<file path="src/sv/cda_pkg.sv">
// shared constants, types and tables for the calendar date arithmetic block
`timescale 1ns / 1ps
package cda_pkg;

    localparam logic [13:0] YEAR_MAX = 14'd9999;
    localparam logic [17:0] ERA_DAYS = 18'd146097;
    localparam int          DIFF_MAX = 4194303;

    localparam logic [1:0] ST_OK  = 2'd0;
    localparam logic [1:0] ST_BAD = 2'd1;
    localparam logic [1:0] ST_SAT = 2'd2;

    localparam logic OP_ADD  = 1'b0;
    localparam logic OP_DIFF = 1'b1;

    // reciprocals rounded up, exact floor division over the operand range in use
    localparam logic [15:0] R100   = 16'(((64'd1 << 22) + 64'd99) / 64'd100);
    localparam logic [23:0] R_ERA  = 24'(((64'd1 << 41) + 64'd146096) / 64'd146097);
    localparam logic [18:0] R1460  = 19'(((64'd1 << 29) + 64'd1459) / 64'd1460);
    localparam logic [18:0] R36524 = 19'(((64'd1 << 34) + 64'd36523) / 64'd36524);
    localparam logic [18:0] R365   = 19'(((64'd1 << 27) + 64'd364) / 64'd365);
    localparam logic [9:0]  RY100  = 10'(((64'd1 << 16) + 64'd99) / 64'd100);
    localparam logic [11:0] R153   = 12'(((64'd1 << 19) + 64'd152) / 64'd153);

    typedef struct packed {
        logic               op;
        logic               bad;
        logic signed [23:0] diff;
    } side_t;

    // days before the start of a month, months counted from march
    function automatic logic [8:0] month_offset(input logic [3:0] mp);
        logic [8:0] off;
        begin
            case (mp)
                4'd0:    off = 9'd0;
                4'd1:    off = 9'd31;
                4'd2:    off = 9'd61;
                4'd3:    off = 9'd92;
                4'd4:    off = 9'd122;
                4'd5:    off = 9'd153;
                4'd6:    off = 9'd184;
                4'd7:    off = 9'd214;
                4'd8:    off = 9'd245;
                4'd9:    off = 9'd275;
                4'd10:   off = 9'd306;
                4'd11:   off = 9'd337;
                default: off = 9'd0;
            endcase
            return off;
        end
    endfunction

endpackage

</file>
<file path="src/sv/cda_to_serial.sv">
// three-stage conversion of a date to its day serial number
`timescale 1ns / 1ps
module cda_to_serial
    import cda_pkg::*;
(
    input  logic        clk,
    input  logic        en,
    input  logic [13:0] year,
    input  logic [3:0]  month,
    input  logic [4:0]  day,
    output logic [22:0] serial
);

    logic [14:0] yy_reg, yy_next;
    logic [8:0]  doy_reg, doy_next;
    logic [3:0]  mp;
    logic [30:0] p100;
    logic [23:0] y365_reg, y365_next;
    logic [8:0]  q100_reg, q100_next;
    logic [12:0] q4_reg, q4_next;
    logic [8:0]  doy2_reg;
    logic [23:0] sum;
    logic [22:0] serial_reg, serial_next;

    // year shifted up one era, january and february belong to the year before
    always_comb
    begin
        yy_next  = 15'(year) + 15'd400 - ((month <= 4'd2) ? 15'd1 : 15'd0);
        mp       = (month >= 4'd3) ? (month - 4'd3) : (month + 4'd9);
        doy_next = month_offset(mp) + 9'(day) - 9'd1;
    end

    always_comb
    begin
        p100      = 31'(yy_reg) * 31'(R100);
        q100_next = p100[30:22];
        y365_next = 24'(yy_reg) * 24'd365;
        q4_next   = yy_reg[14:2];
    end

    always_comb
    begin
        sum = y365_reg + 24'(q4_reg) - 24'(q100_reg) + 24'(q100_reg[8:2]) + 24'(doy2_reg);
        serial_next = sum[22:0];
    end

    always_ff @(posedge clk)
    begin
        if (en)
        begin
            yy_reg     <= yy_next;
            doy_reg    <= doy_next;
            y365_reg   <= y365_next;
            q100_reg   <= q100_next;
            q4_reg     <= q4_next;
            doy2_reg   <= doy_reg;
            serial_reg <= serial_next;
        end
    end

    assign serial = serial_reg;

endmodule

</file>
<file path="src/sv/cda_from_serial.sv">
// seven-stage conversion of a day serial number back to year, month and day
`timescale 1ns / 1ps
module cda_from_serial
    import cda_pkg::*;
(
    input  logic        clk,
    input  logic        rst_n,
    input  logic        en,
    input  logic        in_valid,
    input  side_t       in_side,
    input  logic [22:0] z,
    output logic        out_valid,
    output side_t       out_side,
    output logic [15:0] year,
    output logic [3:0]  month,
    output logic [4:0]  day
);

    localparam int NSTG = 7;

    logic [NSTG-1:0] vld_reg;
    side_t           side_reg [NSTG];

    logic [22:0] z1_reg;
    logic [5:0]  era1_reg, era2_reg, era3_reg, era4_reg, era5_reg, era6_reg;
    logic [17:0] doe2_reg, doe3_reg, doe4_reg;
    logic [17:0] t3_reg;
    logic [8:0]  yoe4_reg, yoe5_reg, yoe6_reg;
    logic [8:0]  doy5_reg, doy6_reg;
    logic [3:0]  mp6_reg;
    logic [15:0] year_reg;
    logic [3:0]  month_reg;
    logic [4:0]  day_reg;

    logic [46:0] p_era;
    logic [22:0] doe_full;
    logic [36:0] p1460, p36524, p365;
    logic [17:0] t_next;
    logic [18:0] py100;
    logic [17:0] doy_full;
    logic [10:0] x153;
    logic [22:0] p153;
    logic [3:0]  mm;
    logic [8:0]  d_full;
    logic [15:0] y_full;

    always_comb
    begin
        p_era    = 47'(z) * 47'(R_ERA);
        doe_full = z1_reg - 23'(era1_reg) * 23'(ERA_DAYS);
        p1460    = 37'(doe2_reg) * 37'(R1460);
        p36524   = 37'(doe2_reg) * 37'(R36524);
        t_next   = doe2_reg - 18'(p1460[36:29]) + 18'(p36524[36:34])
                 - ((doe2_reg == 18'(ERA_DAYS - 18'd1)) ? 18'd1 : 18'd0);
        p365     = 37'(t3_reg) * 37'(R365);
        py100    = 19'(yoe4_reg) * 19'(RY100);
        doy_full = doe4_reg - (18'(yoe4_reg) * 18'd365 + 18'(yoe4_reg[8:2])
                 - 18'(py100[18:16]));
        x153     = (11'(doy5_reg) << 2) + 11'(doy5_reg) + 11'd2;
        p153     = 23'(x153) * 23'(R153);
        mm       = (mp6_reg < 4'd10) ? (mp6_reg + 4'd3) : (mp6_reg - 4'd9);
        d_full   = doy6_reg - month_offset(mp6_reg) + 9'd1;
        y_full   = 16'(yoe6_reg) + 16'(era6_reg) * 16'd400
                 + ((mm <= 4'd2) ? 16'd1 : 16'd0) - 16'd400;
    end

    always_ff @(posedge clk or negedge rst_n)
    begin
        if (!rst_n)
        begin
            vld_reg <= '0;
        end
        else if (en)
        begin
            vld_reg <= {vld_reg[NSTG-2:0], in_valid};
        end
    end

    always_ff @(posedge clk)
    begin
        if (en)
        begin
            side_reg[0] <= in_side;
            for (int i = 1; i < NSTG; i++)
            begin
                side_reg[i] <= side_reg[i-1];
            end
            z1_reg    <= z;
            era1_reg  <= p_era[46:41];
            era2_reg  <= era1_reg;
            doe2_reg  <= doe_full[17:0];
            era3_reg  <= era2_reg;
            doe3_reg  <= doe2_reg;
            t3_reg    <= t_next;
            era4_reg  <= era3_reg;
            doe4_reg  <= doe3_reg;
            yoe4_reg  <= p365[35:27];
            era5_reg  <= era4_reg;
            yoe5_reg  <= yoe4_reg;
            doy5_reg  <= doy_full[8:0];
            era6_reg  <= era5_reg;
            yoe6_reg  <= yoe5_reg;
            doy6_reg  <= doy5_reg;
            mp6_reg   <= p153[22:19];
            year_reg  <= y_full;
            month_reg <= mm;
            day_reg   <= d_full[4:0];
        end
    end

    assign out_valid = vld_reg[NSTG-1];
    assign out_side  = side_reg[NSTG-1];
    assign year      = year_reg;
    assign month     = month_reg;
    assign day       = day_reg;

endmodule

</file>
<file path="src/sv/calendar_date_arithmetic.sv">
// top level of the gregorian date add and difference unit
`timescale 1ns / 1ps
// Gregorian date arithmetic over a stream. The slave transfer carries one request:
// tuser selects add (0: date A plus days_to_add) or difference (1: days from date B
// to date A). Both dates are turned into day serial numbers, added or subtracted,
// and for an add the sum is turned back into a calendar date. The pipeline is
// twelve register stages deep and takes a new transfer every cycle while the
// master side is not stalled, and a master stall holds the whole pipeline, so
// nothing is dropped or repeated. Status 1 flags a month outside 1..12 or a day
// outside 1..31 (other fields zero), status 2 flags an add result past 9999-12-31
// (saturated to that date) or a difference beyond +-4194303 (saturated). Day
// numbers too large for their month are accepted and carry into the following
// months.
module calendar_date_arithmetic
    import cda_pkg::*;
(
    input  logic        clk,
    input  logic        rst_n,
    input  logic        s_tvalid,
    output logic        s_tready,
    // year_a[13:0], month_a[17:14], day_a[22:18], days_to_add[38:23],
    // year_b[52:39], month_b[56:53], day_b[61:57], zero fill [63:62]
    input  logic [63:0] s_tdata,
    // op[0]
    input  logic        s_tuser,
    output logic        m_tvalid,
    input  logic        m_tready,
    // result_year[13:0], result_month[17:14], result_day[22:18],
    // day_difference[45:23], status[47:46]
    output logic [47:0] m_tdata
);

    localparam int LAT_SER = 3;

    // input field split
    logic [13:0] year_a, year_b;
    logic [3:0]  month_a, month_b;
    logic [4:0]  day_a, day_b;
    logic [15:0] days_to_add;
    logic        bad_in;

    // pipeline advance, the whole pipe holds while a result waits
    logic en;

    // sideband delay alongside the serial conversion
    logic [LAT_SER-1:0] vs_reg;
    logic               ops_reg  [LAT_SER];
    logic               bads_reg [LAT_SER];
    logic [15:0]        ns_reg   [LAT_SER];

    logic [22:0] ser_a, ser_b;

    // sum and difference stage
    logic               v4_reg;
    side_t              side4_reg;
    logic [22:0]        z4_reg;
    logic [23:0]        zsum;

    // back conversion
    logic        vf;
    side_t       sidef;
    logic [15:0] yf;
    logic [3:0]  mf;
    logic [4:0]  df;

    // output register
    logic        m_tvalid_reg;
    logic [47:0] m_tdata_reg, m_tdata_next;
    logic [13:0] ry;
    logic [3:0]  rm;
    logic [4:0]  rd;
    logic [22:0] rdiff;
    logic [1:0]  rst_code;

    assign year_a      = s_tdata[13:0];
    assign month_a     = s_tdata[17:14];
    assign day_a       = s_tdata[22:18];
    assign days_to_add = s_tdata[38:23];
    assign year_b      = s_tdata[52:39];
    assign month_b     = s_tdata[56:53];
    assign day_b       = s_tdata[61:57];

    // date B only matters for a difference
    assign bad_in = (month_a < 4'd1) || (month_a > 4'd12) || (day_a < 5'd1)
                 || ((s_tuser == OP_DIFF)
                     && ((month_b < 4'd1) || (month_b > 4'd12) || (day_b < 5'd1)));

    assign en       = !m_tvalid_reg || m_tready;
    assign s_tready = en;

    cda_to_serial u_ser_a (
        .clk    (clk),
        .en     (en),
        .year   (year_a),
        .month  (month_a),
        .day    (day_a),
        .serial (ser_a)
    );

    cda_to_serial u_ser_b (
        .clk    (clk),
        .en     (en),
        .year   (year_b),
        .month  (month_b),
        .day    (day_b),
        .serial (ser_b)
    );

    always_ff @(posedge clk or negedge rst_n)
    begin
        if (!rst_n)
        begin
            vs_reg <= '0;
            v4_reg <= 1'b0;
        end
        else if (en)
        begin
            vs_reg <= {vs_reg[LAT_SER-2:0], s_tvalid};
            v4_reg <= vs_reg[LAT_SER-1];
        end
    end

    assign zsum = 24'(ser_a) + 24'(ns_reg[LAT_SER-1]);

    always_ff @(posedge clk)
    begin
        if (en)
        begin
            ops_reg[0]  <= s_tuser;
            bads_reg[0] <= bad_in;
            ns_reg[0]   <= days_to_add;
            for (int i = 1; i < LAT_SER; i++)
            begin
                ops_reg[i]  <= ops_reg[i-1];
                bads_reg[i] <= bads_reg[i-1];
                ns_reg[i]   <= ns_reg[i-1];
            end
            side4_reg.op   <= ops_reg[LAT_SER-1];
            side4_reg.bad  <= bads_reg[LAT_SER-1];
            side4_reg.diff <= $signed({1'b0, ser_a}) - $signed({1'b0, ser_b});
            z4_reg         <= zsum[22:0];
        end
    end

    cda_from_serial u_from (
        .clk       (clk),
        .rst_n     (rst_n),
        .en        (en),
        .in_valid  (v4_reg),
        .in_side   (side4_reg),
        .z         (z4_reg),
        .out_valid (vf),
        .out_side  (sidef),
        .year      (yf),
        .month     (mf),
        .day       (df)
    );

    // result selection, saturation and status
    always_comb
    begin
        ry       = '0;
        rm       = '0;
        rd       = '0;
        rdiff    = '0;
        rst_code = ST_OK;
        if (sidef.bad)
        begin
            rst_code = ST_BAD;
        end
        else if (sidef.op == OP_ADD)
        begin
            if (yf > 16'(YEAR_MAX))
            begin
                ry       = YEAR_MAX;
                rm       = 4'd12;
                rd       = 5'd31;
                rst_code = ST_SAT;
            end
            else
            begin
                ry = yf[13:0];
                rm = mf;
                rd = df;
            end
        end
        else
        begin
            if (sidef.diff > 24'(DIFF_MAX))
            begin
                rdiff    = 23'(DIFF_MAX);
                rst_code = ST_SAT;
            end
            else if (sidef.diff < -24'(DIFF_MAX))
            begin
                rdiff    = 23'(-DIFF_MAX);
                rst_code = ST_SAT;
            end
            else
            begin
                rdiff = sidef.diff[22:0];
            end
        end
        m_tdata_next = {rst_code, rdiff, rd, rm, ry};
    end

    always_ff @(posedge clk or negedge rst_n)
    begin
        if (!rst_n)
        begin
            m_tvalid_reg <= 1'b0;
        end
        else if (en)
        begin
            m_tvalid_reg <= vf;
        end
    end

    always_ff @(posedge clk)
    begin
        if (en)
        begin
            m_tdata_reg <= m_tdata_next;
        end
    end

    assign m_tvalid = m_tvalid_reg;
    assign m_tdata  = m_tdata_reg;

endmodule
</file>
<file path="config.mk">
export PLATFORM = sky130hd
export DESIGN_NAME = calendar_date_arithmetic
export DESIGN_NICKNAME = d
export VERILOG_FILES = /design/src/sv/cda_pkg.sv /design/src/sv/cda_to_serial.sv /design/src/sv/cda_from_serial.sv /design/src/sv/calendar_date_arithmetic.sv
export SDC_FILE = /design/constraint.sdc
export NUM_CORES = 2
export LEC_CHECK = 0
export ABC_AREA = 1
export BUFFER_PORTS_ARGS = -buffer_cell sky130_fd_sc_hd__buf_2
export CORE_ASPECT_RATIO = 1.2
export CORE_MARGIN = 1
export CORE_UTILIZATION = 66
export CTS_CLUSTER_DIAMETER = 100
export DETAILED_ROUTE_END_ITERATION = 8
export MAX_ROUTING_LAYER = met4
export PLACE_DENSITY = 0.94
export SYNTH_ARGS = -nofsm -noshare
export SYNTH_HDL_FRONTEND = slang
export SYNTH_HIERARCHICAL = 1
export SYNTH_SLANG_ARGS = --single-unit
export TNS_END_PERCENT = 5
</file>
<file path="constraint.sdc">
create_clock -name clk -period 30.1 [get_ports clk]
set_input_delay 4.515 -clock clk [delete_from_list [all_inputs] [get_ports clk]]
set_output_delay 4.515 -clock clk [all_outputs]
set_load 0.01 [all_outputs]
</file>
==> metrics.csv <==
metric,value,unit
cts_root_buffer,clkbuf_16,
synth_cells,8412,
initial_core_util,66.9,%
num_rows,140,
worst_pin_slew,1.16,ns
rsz0062_at_grt,no,
hold_viol_final,0,
cp.required,25.59,ns
cts_buffers,79,
fin_crit,9.84,ns
clock_insertion_delay_worst_skew,0.69,ns
r2r_cells,35,
worstSetupEndpointType,output pin,
yosysWarningCount,6,
slew_headroom,22.6,%
clock-sinks,730,
netlist.area_leader.share,26.3,%
fillers,8565,
cts.reportedPaths.clkPinSlew,0.06,ns
cp.arrival,5.32,ns
ys_ff_latch,730,
routed_via_density,5.59,
synth_cell_types,58,
num_vias,57700,
r2r_start,u_from/doe2_reg[3]$_DFFE_PP_,
synthArstFlopShare,1.64,%
holdPathEnd,u_from/side_reg[0][15]$_DFFE_PP_,
synthTopCellsByCount,"inv_1, ha_1, nand2_1",
hold_start,side4_reg[15]$_DFFE_PP_,
antenna_found_initial,4,
cp-start-kind,input port,
grt_pass1_vias,62500,
synth_top_cell_by_area,edfxtp_1,
synthFlopType,edfxtp_1,
synth_area_leaders,"edfxtp_1, fa_1, ha_1",
cts-htree-levels,3,
grt_usage,33.8,%
area_growth_syn_to_layout,6.55,%
die_h,387,um
drc_errors,0,
cts_hold_buffers,0,
tns,0,ns
cts-resized-gates,0,
r2r_end,u_from/t3_reg[14]$_DFFE_PP_,
routed_wirelength,199,mm
fp.dieW,323,um
skew,0.0509,ns
synth.cell_area,81500,sq um
io_buffers,116,
slew_viol_final,0,
first_pass_iters,8,
place.gp.congestion,1.02,
worstSetupPathType,input port to output pin,
first_iter_violations,3610,
worstHoldPathCells,0,
finalNetCount,11000,
max_freq,102,MHz
cts.path.max_buffers,3,
largest_reg_flops,182,
grt_pass1_wl,318,mm
avgSynthCellArea,9.69,sq um
path_max_fanout,30,
synth_most_common_cell,inv_1,
final-setup-viol-count,0,
antenna_left,0,
drt-wirelength-per-cell,19.3,um
die_area,125000,sq um
postCtsSetupBuffers,0,
cap_violations,0,
worst-r2r-setup-slack,20.89,ns
cts_tree,done,
hp-class,flop to flop,
synth-edff-count,713,
io_pins,119,
min_period_over_period,32.7,%
place_hpwl,164,mm
grt.overflow.total,0,
grt_max_degree,170,
drive_above_1_share,4.49,%
status,completed,
syn_nets,10800,
yosysSeqAreaShare,26.8,%
core-area,122000,sq um
==> layout make-up <==
| type | instances | area (sq um) | share of cell area, % |
|---|---|---|---|
| multi-input cells | 5475 | 51400 | 59.2 |
| flip-flops and latches | 730 | 21800 | 25.1 |
| inverters | 2199 | 8250 | 9.50 |
| well taps | 1633 | 2040 | 2.35 |
| clock buffers | 91 | 2020 | 2.33 |
| repair buffers | 133 | 733 | 0.844 |
| clock inverters | 54 | 559 | 0.644 |
| diodes | 6 | 15.0 | 0.0173 |
==> placed cells by master, fill, tap and decap left out, drive strengths merged, types with 4 or more instances in the layout <==
cell type,count
edfxtp,713
dfxtp,5
clkinv,38
and3,4
nor2,442
inv,2208
o21a,19
fa,917
clkbuf,91
o31ai,4
or2,7
o21bai,35
nor4,14
ha,1404
o211ai,11
nand3b,20
xor2,161
a21boi,11
o21ai,174
xnor2,79
and2,8
nand3,256
a211oi,5
dfrtp,12
a31oi,20
a21oi,364
nor3,69
diode,6
buf,133
nand2,1316
a21o,42
bufinv,4
nand4,78
==> stage by stage <==
step	cell area, sq um	cells	hold WS [ns]	utilization, %	worst slack [ns]
after floorplan	81500	8412	0.400	-	5.76
after detailed placement	84300	10200	0.405	69.1	20.29
after CTS	86800	10300	0.394	71.2	20.28
final	86900	10300	0.405	71.2	20.27
after global placement	84300	10200	0.401	69.1	20.30
after global routing	86800	10300	0.399	71.2	20.23
==> cell families after synthesis <==
group                      count (synthesis)  synth area share [%]
AOI/OAI and AO/OA                        693                  4.79
DFF                                      730                  26.8
buffers and inverters                   2207                  10.2
and+or+nand+nor                         2219                  11.6
muxes                                      2                0.0276
xor gates and xnor gates                 240                  2.58
adders and majority gates               2321                  44.1
==> worst max path at each step <==
stage,end,start,depth (start not counted),slack [ns]
floorplan,s_tready,m_tready,2,5.76
global placement,s_tready,m_tready,4,20.30
detailed placement,s_tready,m_tready,4,20.29
CTS,s_tready,m_tready,4,20.28
global route,s_tready,m_tready,4,20.23
finish,s_tready,m_tready,4,20.27
==> routing by layer <==
metal	global-route usage (%)	part of all wire, %	vias up	wire [um]
li1	-	-	27000	-
met1	35.3	36	27800	71100
met2	59.9	52	2053	103000
met3	4.18	5.0	844	9870
met4	21.3	7.6	0	15100
met5	-	0	-	0
==> worst max-delay path, cell delays in order <==
cell	delay [ns]
buf_2	0.07
inv_1	0.05
nand2_4	0.33
buf_2	0.32
Power is left out: the tool's default activity adds up to more than one toggle a clock period on the data nets, which glitch-free logic cannot reach.
